==> config.mk <==
export PLATFORM = sky130hd
export DESIGN_NAME = timed_event_queue_core
export DESIGN_NICKNAME = d
export VERILOG_FILES = /design/src/design/teq_pkg.sv /design/src/design/teq_ram.sv /design/src/design/timed_event_queue_core.sv
export SDC_FILE = /design/constraint.sdc
export NUM_CORES = 2
export LEC_CHECK = 0
export BUFFER_PORTS_ARGS = -buffer_cell sky130_fd_sc_hd__buf_2
export CAP_MARGIN = 30
export CELL_PAD_IN_SITES_DETAIL_PLACEMENT = 0
export CELL_PAD_IN_SITES_GLOBAL_PLACEMENT = 2
export CORE_UTILIZATION = 25
export CTS_BUF_LIST = sky130_fd_sc_hd__clkbuf_16
export DETAILED_ROUTE_END_ITERATION = 8
export PLACE_DENSITY = 0.44
export SLEW_MARGIN = 10
export SYNTH_ARGS = -nofsm -noshare
export SYNTH_HDL_FRONTEND = slang
export SYNTH_HIERARCHICAL = 1
export SYNTH_SLANG_ARGS = --single-unit
==> constraint.sdc <==
create_clock -name aclk -period 9.83 [get_ports aclk]
set_clock_uncertainty 0.15 [all_clocks]
set_input_delay 0.983 -clock aclk [delete_from_list [all_inputs] [get_ports aclk]]
set_output_delay 0.983 -clock aclk [all_outputs]
set_load 0.01 [all_outputs]
==> src/design/teq_pkg.sv <==
// shared constants and types for the timed event queue
`default_nettype none
package teq_pkg;
    localparam int unsigned DEPTH_DEF   = 16;
    localparam logic [31:0] ADVANCE_RST = 32'd300000000;
    localparam int unsigned DUE_W       = 50;
    localparam int unsigned ID_W        = 16;
    localparam int unsigned PRI_W       = 8;
    localparam int unsigned ENTRY_W     = DUE_W + ID_W + PRI_W;
    localparam logic [1:0]  MODE_POST   = 2'd0;
    localparam logic [1:0]  MODE_REMOVE = 2'd1;
    localparam logic [1:0]  MODE_POLL   = 2'd2;
    localparam logic [1:0]  MODE_CLEAR  = 2'd3;

    typedef struct packed {
        logic signed [DUE_W-1:0] due;
        logic [ID_W-1:0]         ident;
        logic signed [PRI_W-1:0] prio;
    } entry_t;
endpackage
`default_nettype wire

==> src/design/teq_ram.sv <==
// generic single-port-write ram with registered read
`default_nettype none
module teq_ram #(
    parameter int unsigned WIDTH = 8,
    parameter int unsigned DEPTH = 16
) (
    input  wire                     aclk,
    input  wire                     we,
    input  wire [$clog2(DEPTH)-1:0] waddr,
    input  wire [WIDTH-1:0]         wdata,
    input  wire [$clog2(DEPTH)-1:0] raddr,
    output logic [WIDTH-1:0]        rdata
);
    logic [WIDTH-1:0] mem [DEPTH];

    always_ff @(posedge aclk) begin
        if (we) begin
            mem[waddr] <= wdata;
        end
        rdata <= mem[raddr];
    end
endmodule
`default_nettype wire

==> src/design/timed_event_queue_core.sv <==
// top level of the timed event queue: sorted list in one ram, walked by a sequencer
//
//  channel | dir | handshake            | payload
//  s_      | in  | s_tvalid / s_tready  | mode, now_time, msg_id, delay, priority_req
//  m_      | out | m_tvalid / m_tready  | status, dispatched, out_msg_id, out_priority,
//          |     |                      | removed_any, became_head, occupancy
//  cfg     | in  | cfg_we               | urgent_advance
//
// a new word is taken only while idle; the ram has one read and one write port
// and a registered read, so the walk visits the entries in turn
// post: shift walk from the tail; remove and poll: compacting walk from the head;
// clear and a dropped post: no walk
// the result is loaded into an output register and the next word is taken right
// after; a result still waiting there holds the block in its last state
// aresetn clears the count and control; ram contents need no reset
`default_nettype none
module timed_event_queue_core
    import teq_pkg::*;
#(
    parameter int unsigned QUEUE_DEPTH = DEPTH_DEF
) (
    input  wire         aclk,
    input  wire         aresetn,
    input  wire         cfg_we,
    input  wire  [31:0] cfg_wdata,
    input  wire         s_tvalid,
    output logic        s_tready,
    // [1:0] mode, [49:2] now_time, [65:50] msg_id, [106:66] delay,
    // [114:107] priority_req, zero fill to 120
    input  wire  [119:0] s_tdata,
    output logic        m_tvalid,
    input  wire         m_tready,
    // [0] status, [1] dispatched, [17:2] out_msg_id, [25:18] out_priority,
    // [26] removed_any, [27] became_head, [32:28] occupancy, zero fill to 40
    output logic [39:0] m_tdata
);
    localparam int unsigned AW = $clog2(QUEUE_DEPTH);
    localparam int unsigned CW = $clog2(QUEUE_DEPTH + 1);

    localparam logic [2:0] ST_IDLE = 3'd0;
    localparam logic [2:0] ST_RUN  = 3'd1;
    localparam logic [2:0] ST_PRE  = 3'd2;
    localparam logic [2:0] ST_STEP = 3'd3;
    localparam logic [2:0] ST_OUT  = 3'd4;

    logic [2:0]  state_reg, state_next;
    logic [31:0] adv_reg;
    logic [CW-1:0] count_reg, count_next;
    logic [1:0]  mode_reg;
    logic signed [48:0] now_reg;
    logic [ID_W-1:0] id_reg;
    logic signed [PRI_W-1:0] pri_reg;
    logic signed [DUE_W-1:0] due_reg;
    logic [CW-1:0] rd_reg, rd_next;   // read cursor
    logic [CW-1:0] wr_reg, wr_next;   // write cursor
    logic        flag_reg, flag_next; // removed / dispatched
    logic [ID_W-1:0] oid_reg, oid_next;
    logic [PRI_W-1:0] opri_reg, opri_next;
    logic        st_reg, st_next, head_reg, head_next;
    logic [39:0] out_reg;
    logic        ovalid_reg;

    logic        we;
    logic [AW-1:0] waddr, raddr;
    entry_t      wdata, rdata;
    logic [ENTRY_W-1:0] rdata_raw;

    teq_ram #(.WIDTH(ENTRY_W), .DEPTH(QUEUE_DEPTH)) u_ram (
        .aclk(aclk), .we(we), .waddr(waddr), .wdata(wdata),
        .raddr(raddr), .rdata(rdata_raw)
    );
    assign rdata = entry_t'(rdata_raw);

    wire s_acc = s_tvalid && s_tready;
    assign s_tready = (state_reg == ST_IDLE);
    assign m_tvalid = ovalid_reg;
    assign m_tdata  = out_reg;

    // due time for a post: now + max(delay,0), less the advance if urgent
    logic signed [40:0] dly_in;
    logic signed [PRI_W-1:0] pri_in;
    logic signed [DUE_W-1:0] due_in;
    always_comb begin
        dly_in = $signed(s_tdata[106:66]);
        pri_in = $signed(s_tdata[114:107]);
        due_in = $signed({2'b00, s_tdata[49:2]})
               + (dly_in > 0 ? DUE_W'(dly_in) : '0);
        if (pri_in < 0) begin
            due_in = due_in - $signed({18'd0, adv_reg});
        end
    end

    // rdata is the entry at rd_reg in a post walk, at rd_reg-1 in remove and poll (read issued last cycle)
    logic later;
    assign later = (rdata.due > due_reg) ||
                   (rdata.due == due_reg && rdata.prio < pri_reg);

    always_comb begin
        state_next = state_reg;
        count_next = count_reg;
        rd_next = rd_reg;
        wr_next = wr_reg;
        flag_next = flag_reg;
        oid_next = oid_reg;
        opri_next = opri_reg;
        st_next = st_reg;
        head_next = head_reg;
        we = 1'b0;
        waddr = wr_reg[AW-1:0];
        wdata = rdata;
        raddr = rd_reg[AW-1:0];
        unique case (state_reg)
            ST_IDLE: begin
                if (s_acc) begin
                    flag_next = 1'b0; oid_next = '0; opri_next = '0;
                    st_next = 1'b0; head_next = 1'b0;
                    state_next = ST_RUN;
                    case (s_tdata[1:0])
                        MODE_POST: begin
                            if (count_reg >= CW'(QUEUE_DEPTH)) begin
                                st_next = 1'b1;
                                state_next = ST_OUT;
                            end
                            // walk from the tail: read count-1, write count
                            rd_next = count_reg;
                            wr_next = count_reg;
                            if (count_reg == '0) state_next = ST_STEP;
                            else state_next = ST_PRE;
                            if (count_reg >= CW'(QUEUE_DEPTH)) state_next = ST_OUT;
                            raddr = AW'(count_reg - 1'b1);
                        end
                        MODE_CLEAR: begin
                            count_next = '0;
                            state_next = ST_OUT;
                        end
                        default: begin
                            rd_next = '0;
                            wr_next = '0;
                            raddr = '0;
                            state_next = (count_reg == '0) ? ST_OUT : ST_PRE;
                        end
                    endcase
                end
            end
            ST_PRE: begin
                // repeat the first read so data and cursor line up
                if (mode_reg == MODE_POST) begin
                    raddr = AW'(rd_reg - 1'b1);
                    rd_next = rd_reg - 1'b1;
                end else begin
                    rd_next = rd_reg + 1'b1;
                end
                state_next = ST_RUN;
            end
            ST_RUN: begin
                if (mode_reg == MODE_POST) begin
                    // rdata = entry rd_reg; shift up if later than new event
                    if (later) begin
                        we = 1'b1;
                        waddr = wr_reg[AW-1:0];
                        wr_next = wr_reg - 1'b1;
                        if (rd_reg == '0) begin
                            state_next = ST_STEP;
                        end else begin
                            raddr = AW'(rd_reg - 1'b1);
                            rd_next = rd_reg - 1'b1;
                        end
                    end else begin
                        state_next = ST_STEP;
                    end
                end else begin
                    // rdata = entry rd_reg-1
                    if (mode_reg == MODE_REMOVE) begin
                        if (rdata.ident == id_reg) begin
                            flag_next = 1'b1;
                        end else begin
                            we = 1'b1;
                            wr_next = wr_reg + 1'b1;
                        end
                    end else if (rd_reg == CW'(1)) begin
                        // poll: look at the head
                        if (rdata.due <= $signed({1'b0, now_reg})) begin
                            flag_next = 1'b1;
                            oid_next = rdata.ident;
                            opri_next = rdata.prio;
                        end else begin
                            state_next = ST_OUT;
                        end
                    end else begin
                        we = 1'b1;
                        wr_next = wr_reg + 1'b1;
                    end
                    if (rd_reg == count_reg) begin
                        state_next = ST_OUT;
                        if (mode_reg == MODE_REMOVE) begin
                            count_next = (rdata.ident == id_reg) ? wr_reg : wr_reg + 1'b1;
                        end else if (flag_next) begin
                            count_next = count_reg - 1'b1;
                        end
                    end else begin
                        raddr = rd_reg[AW-1:0];
                        rd_next = rd_reg + 1'b1;
                    end
                end
            end
            ST_STEP: begin
                // place the new event at wr_reg
                we = 1'b1;
                waddr = wr_reg[AW-1:0];
                wdata.due = due_reg;
                wdata.ident = id_reg;
                wdata.prio = pri_reg;
                head_next = (wr_reg == '0);
                count_next = count_reg + 1'b1;
                state_next = ST_OUT;
            end
            ST_OUT: begin
                if (!ovalid_reg || m_tready) state_next = ST_IDLE;
            end
            default: state_next = ST_IDLE;
        endcase
    end

    always_ff @(posedge aclk) begin
        if (!aresetn) begin
            state_reg <= ST_IDLE;
            count_reg <= '0;
            adv_reg <= ADVANCE_RST;
            ovalid_reg <= 1'b0;
        end else begin
            state_reg <= state_next;
            count_reg <= count_next;
            if (cfg_we) adv_reg <= cfg_wdata;
            if (state_reg == ST_OUT && state_next == ST_IDLE) begin
                ovalid_reg <= 1'b1;
            end else if (m_tready) begin
                ovalid_reg <= 1'b0;
            end
        end
    end

    always_ff @(posedge aclk) begin
        rd_reg <= rd_next;
        wr_reg <= wr_next;
        flag_reg <= flag_next;
        oid_reg <= oid_next;
        opri_reg <= opri_next;
        st_reg <= st_next;
        head_reg <= head_next;
        if (s_acc) begin
            mode_reg <= s_tdata[1:0];
            now_reg  <= $signed({1'b0, s_tdata[49:2]});
            id_reg   <= s_tdata[65:50];
            pri_reg  <= pri_in;
            due_reg  <= due_in;
        end
        if (state_reg == ST_OUT && state_next == ST_IDLE) begin
            out_reg <= {7'd0, 5'(count_reg), head_reg,
                        (mode_reg == MODE_REMOVE) && flag_reg,
                        opri_reg, oid_reg,
                        (mode_reg == MODE_POLL) && flag_reg, st_reg};
        end
    end

    // the count never exceeds the depth
    a_count: assert property (@(posedge aclk) disable iff (!aresetn)
        count_reg <= CW'(QUEUE_DEPTH)) else $error("count overflow");
    // no new word while busy
    a_busy: assert property (@(posedge aclk) disable iff (!aresetn)
        (state_reg != ST_IDLE) |-> !s_tready) else $error("ready while busy");
    // a clear leaves the list empty
    a_clear: assert property (@(posedge aclk) disable iff (!aresetn)
        (s_acc && s_tdata[1:0] == MODE_CLEAR) |=> (count_reg == '0))
        else $error("clear failed");
endmodule
`default_nettype wire

**After elaboration in Yosys (flattened, before gate mapping)**

Memories as Yosys holds them, arrays and structs flattened. A register that Yosys moved wholly into a read port is not among the register bits.
Index checks and enable logic that the tools add are counted.
Widths: inputs -> output; s select.

- Bits in registers: 235
- Latch bits: 0
- Memory bits (writable): 1,184
- ROM bits: 0
- Input bits: 157
- Output and inout bits: 42
- Word-level logic and storage cells: 161
- Memories kept: 1

Memories:

| memory | words | bits a word | read ports | clocked after memory_dff | write ports | RTL line | text |
|---|---|---|---|---|---|---|---|
| u_ram.mem | 16 | 74 | 1 | 1 | 1 | teq_ram.sv:14 | `logic [WIDTH-1:0] mem [DEPTH];` |

- Add/subtract/negate cells: 8
- $mul: 0
- Div/mod/pow operators: 0
- Magnitude comparators: 6
- Eq/ne operators: 24
- Shift operators: 0
- Mux-type cells: 78
- Bitwise logic cells: 0
- Reductions and logical operators: 27

Operators by type and width:

| operator | number |
|---|---|
| $mux 50 | 2 |
| $mux 5 | 17 |
| $mux 16 | 5 |
| $mux 74 | 1 |
| $add 48x50->50 | 1 |
| $eq 50x50->1 | 1 |
| $gt 50x50->1 | 1 |
| $le 50x49->1 | 1 |
| $sub 50x33->50 | 1 |
| $gt 41x1->1 const B | 1 |
| $mux 8 | 5 |
| $mux 3 | 11 |
| $pmux 16 s2 | 1 |
| $pmux 5 s3 | 2 |
| $mux 4 | 5 |
| $pmux 5 s2 | 2 |
| $mux 1 | 19 |
| $reduce_and 6->1 | 3 |
| $eq 16x16->1 | 1 |
| $pmux 8 s2 | 1 |
| $add 5x1->5 const B | 3 |
| $logic_not 5->1 | 3 |
| $pmux 3 s5 | 1 |
| $sub 5x1->5 const B | 3 |
| 28 further kinds | 52 |

**Longest topological paths before layout**

- Depth after elaboration: 11
- Mapped depth: 30
- Gate-level depth less buffers: 29

**By module**

The synthesis kept the hierarchy.

Modules (own cells, without submodules):

| module | times used | cells each | area an instance (um2) | seq. area each (um2) |
|---|---|---|---|---|
| teq_ram | 1 | 1,901 | 45,756.4 | 37,035.5 |
| timed_event_queue_core | 1 | 1,997 | 17,951.0 | 6,646.4 |

**Worst setup path after synthesis**

OpenSTA, ideal clock, no wires.

- Path type: reg-to-reg
- Start point: register due_reg[27]
- End point: memory u_ram/mem[0][0] (netlist name) (enable)
- Setup time: 0.597 ns
- Arrival: 7.698 ns
- Required time: 9.083 ns
- Setup slack: 1.385 ns
- Stages on the path, launching flop included: 16
- Period minus slack after synthesis: 8.445 ns
- Cell sequence: edfxtp_1 -> inv_1 -> ha_1 -> a21o_1 -> a21o_1 -> a21oi_1 -> o21a_1 -> o211ai_1 -> a221o_1 -> a21oi_1 -> xnor2_1 -> a21oi_1 -> a211oi_1 -> nor2b_1 -> or3b_1 -> nor3_1

- Cells in the longest elaborated chain, start to end: 8
- Elaborated cells between the ends (all ways): 9
- Classes of those cells: 1 x order compare; 1 x eq/ne; 5 x mux; 2 x reduce/logical

Ends and longest elaborated chain:

| item | RTL line | text |
|---|---|---|
| start: declaration | timed_event_queue_core.sv:53 | `logic signed [DUE_W-1:0] due_reg;` |
| start signal: assignment | timed_event_queue_core.sv:255 | `due_reg <= due_in;` |
| branches (longest 2 deep; another with $gt 50x50->1) | -- |  |
| $logic_or 1x1->1 * | timed_event_queue_core.sv:95 | `assign later = (rdata.due > due_reg) \|\|` |
| $mux 1 * | timed_event_queue_core.sv:158 | `if (later) begin` |
| $mux 1 * | timed_event_queue_core.sv:156 | `if (mode_reg == MODE_POST) begin` |
| $pmux 1 s2 * | timed_event_queue_core.sv:112 | `unique case (state_reg)` |
| net we | timed_event_queue_core.sv:63 | `logic we;` |
| $mux 1 * | teq_ram.sv:17 | `if (we) begin` |
| $mux 1 (implied by the code) * | teq_ram.sv:18 | `mem[waddr] <= wdata;` |
| end: declaration | teq_ram.sv:14 |  |

Mark *: on every way through the listed nets, which the timed path passes.

**Worst setup path after layout**

- Start point: input port s_tdata[99]
- End point: register due_reg[47], data pin

- Cells in the longest elaborated chain, start to end: 5

Ends and longest elaborated chain:

| item | RTL line | text |
|---|---|---|
| start: declaration | timed_event_queue_core.sv:30 | `input wire [119:0] s_tdata,` |
| $gt 41x1->1 | timed_event_queue_core.sv:87 | `+ (dly_in > 0 ? DUE_W'(dly_in) : '0);` |
| $mux 50 * | timed_event_queue_core.sv:87 |  |
| $add 48x50->50 * | timed_event_queue_core.sv:87 |  |
| $sub 50x33->50 | timed_event_queue_core.sv:89 | `due_in = due_in - $signed({18'd0, adv_reg});` |
| $mux 50 * | timed_event_queue_core.sv:88 | `if (pri_in < 0) begin` |
| net due_in[47] | timed_event_queue_core.sv:82 | `logic signed [DUE_W-1:0] due_in;` |

Mark *: on every way through the listed nets, which the timed path passes. The rest lies on a longest branch.
A chain may end at the register's enable or synchronous reset.

==> flow_metrics.env <==
export IMPL_detail_route_first_pass_iterations=7
export IMPL_tightest_slew_ns=0.981
export IMPL_yosysMostFrequentCell="edfxtp_1"
export IMPL_cts_resized=0
export IMPL_critPathTopFamily="simple AND/OR/NAND/NOR gates"
export IMPL_drc=0
export IMPL_cp_common_cell="a21oi_1"
export IMPL_slew_violations=0
export IMPL_final_nets=4587
export IMPL_core_area_um2=252000
export IMPL_grt_use_met3=0.0240
export IMPL_numClockSinks=1493
export IMPL_cts_clk_slew_worst_paths_ns=0.06
export IMPL_period_needed_ns=7.50
export IMPL_cp_num_buf_inv=3
export IMPL_hpwl_um=110000
export IMPL_critPathCaptureType="register"
export IMPL_grt_max_degree=78
export IMPL_place_ws_ns=1.08
export IMPL_drt_initial_drc_count=2327
export IMPL_postSynthAreaPerCell_um2=16.3
export IMPL_top_level_ports=199
export IMPL_p_leak_uw=0.0260
export IMPL_cts_max_path_buffers=3
export IMPL_maxCapViolations=0
export IMPL_via_per_inst=4.48
export IMPL_mappedNetlistArea_um2=63700
export IMPL_multi_input_area_um2=18700
export IMPL_rows=184
export IMPL_vias=34600
export IMPL_top_usage_layer="met2"
export IMPL_required_ns=10.22
export IMPL_start_util=0.252
export IMPL_timing_setup_tns_ns=0
export IMPL_numCtsBuffers=176
export IMPL_port_buffer_count=186
export IMPL_worstPathMaxFanout=11
export IMPL_synth_main_ff_cell="edfxtp_1"
export IMPL_cts_root_buf="clkbuf_16"
export IMPL_status="finished clean"
export IMPL_synth_area_leader_cell="edfxtp_1"
export IMPL_synth_commonest_cells="1378 x edfxtp_1, 323 x nand2_1, 296 x mux4_2, 197 x ha_1, 181 x inv_1"
export IMPL_finalSetupViolCount=0
export IMPL_min_path_type="in2reg"
export IMPL_gp_congestion=0.723
export IMPL_wl_per_cell_um=24.6
export IMPL_synthArstFlopShare=0
export IMPL_grt_overflow=0
export IMPL_seq_area_frac_synth=0.686
export IMPL_cts_tree="built"
export IMPL_largest_reg_flops=1184
export IMPL_synth_top_family_by_area="multiplexers"
export IMPL_synth_distinct_cells=84
export IMPL_ant_nets=0
export IMPL_grt_pass1_wl_um=271000
export IMPL_yosys_warnings=6
export IMPL_powerDensity_nw_per_um2=251
export IMPL_synth_xor_area_frac=0.0168
export IMPL_fmax_mhz=133
export IMPL_die_area_um2=257000
export IMPL_die_y_um=507
export IMPL_syn_instance_count=3898
export IMPL_area_delta_synth_final_pct=18.0
export IMPL_seqCellArea_um2=43700
export IMPL_synth_seq_cells=1493
export IMPL_synth_mux_area_frac=0.111
export IMPL_cts_setup_buffers=0
export IMPL_die_w_um=507
export IMPL_clk_latency_ns=0.82
export IMPL_nFillCells=25100
export IMPL_layout_drive_gt1_share=0.208
export IMPL_hold_viol=0
export IMPL_slowest_stage="nor3_1"
export IMPL_synthAdderAreaFrac=0.0393
export IMPL_fin_ws_ns=2.33
export IMPL_grtUsageTotal=0.147
export IMPL_fin_crit_sh=0.763
export IMPL_grt_pass1_vias=37100
export IMPL_htreeDepth=4
export IMPL_path_class="in2reg"
export IMPL_met2_usage=0.240
export IMPL_netlist_area_leader_share=0.650
export IMPL_rsz0062_at_grt="false"
export IMPL_synthTopCellsByArea="edfxtp_1 65%, mux4_2 10%, ha_1 3.9%"
export IMPL_max_stage_delay_ns=0.55
export IMPL_routed_wl_um=190000
export IMPL_relSlewSlack=0.339
export IMPL_peakVddDrop_uv=182
export IMPL_synth_compound_area_share=0.0691
export IMPL_synthSimpleGateAreaFrac=0.0535
export IMPL_critical_path_arrival_ns=7.88
export IMPL_synth_edf_count=1378
export IMPL_antenna_found_initial=6
export IMPL_start_kind="input pin"
export IMPL_cts_hold_buf=0
export IMPL_met1_usage=0.205
==> path summary, 6_finish.rpt <==
kind                                       from               to  slack, ns  cells after the start
worst max register to register  u_ram/rdata[43]  u_ram/rdata[46]       3.98                     18
worst min register to register       oid_reg[3]       m_tdata[5]       0.27                      0
worst min-delay path                s_tdata[58]        id_reg[8]       0.18                      1
worst max-delay path                s_tdata[99]      due_reg[47]       2.33                     27
==> power breakdown <==
group	total (uW)	internal, uW	switching [uW]
Clock	6270	3570	2700
Combinational	4220	1620	2600
Sequential	8380	8020	359
Total	18900	13200	5660
==> layer usage <==
| layer | vias to the layer above | routed length (um) |
|---|---|---|
| li1 | 16000 | - |
| met1 | 17800 | 89700 |
| met2 | 673 | 89400 |
| met3 | 211 | 7530 |
| met4 | 0 | 3260 |
| met5 | - | 0 |
==> through the flow <==
step                      power [uW]  utilization  hold WS (ns)  instances  instance area, um^2
final                          18900        0.298         0.184       7733                75200
after global routing           19800        0.298         0.113       7730                75200
after CTS                      19200        0.298        0.0979       7727                75200
after detailed placement       12800        0.276         0.255       7399                69600
after global placement         12800        0.275         0.252       7391                69500
after floorplan                11100            -         0.250       3913                63800
==> placed cells by master, fill, tap and decap left out, types with 79 or more instances in the layout <==
| cell | instances |
|---|---|
| edfxtp_1 | 1378 |
| nand2_1 | 322 |
| mux4_2 | 296 |
| inv_1 | 239 |
| ha_1 | 197 |
| buf_2 | 186 |
| clkbuf_16 | 177 |
| o21ai_0 | 150 |
| a22oi_1 | 150 |
| a21oi_1 | 143 |
| dfxtp_1 | 115 |
| buf_4 | 99 |
| nor2_1 | 86 |
| a21o_1 | 79 |
==> area by class of cell <==
class,instances,area share
flip-flops and latches,1493,0.581
inverters,181,0.00910
diodes,4,0.000133
multi-input cells,2060,0.249
clock buffers,177,0.0589
well taps,3348,0.0557
clock inverters,151,0.0149
repair buffers,319,0.0314
==> cells by family (layout without fill, tap and decap cells) <==
group	count (synthesis)	in the layout
DFF	1493	1493
AOI/OAI and AO/OA	672	672
and+or+nand+nor	717	717
xor gates and xnor gates	121	121
buffers and inverters	360	828
other	1	20
muxes	335	335
adders and majority gates	199	199
Power figures use the tool's default switching activity.
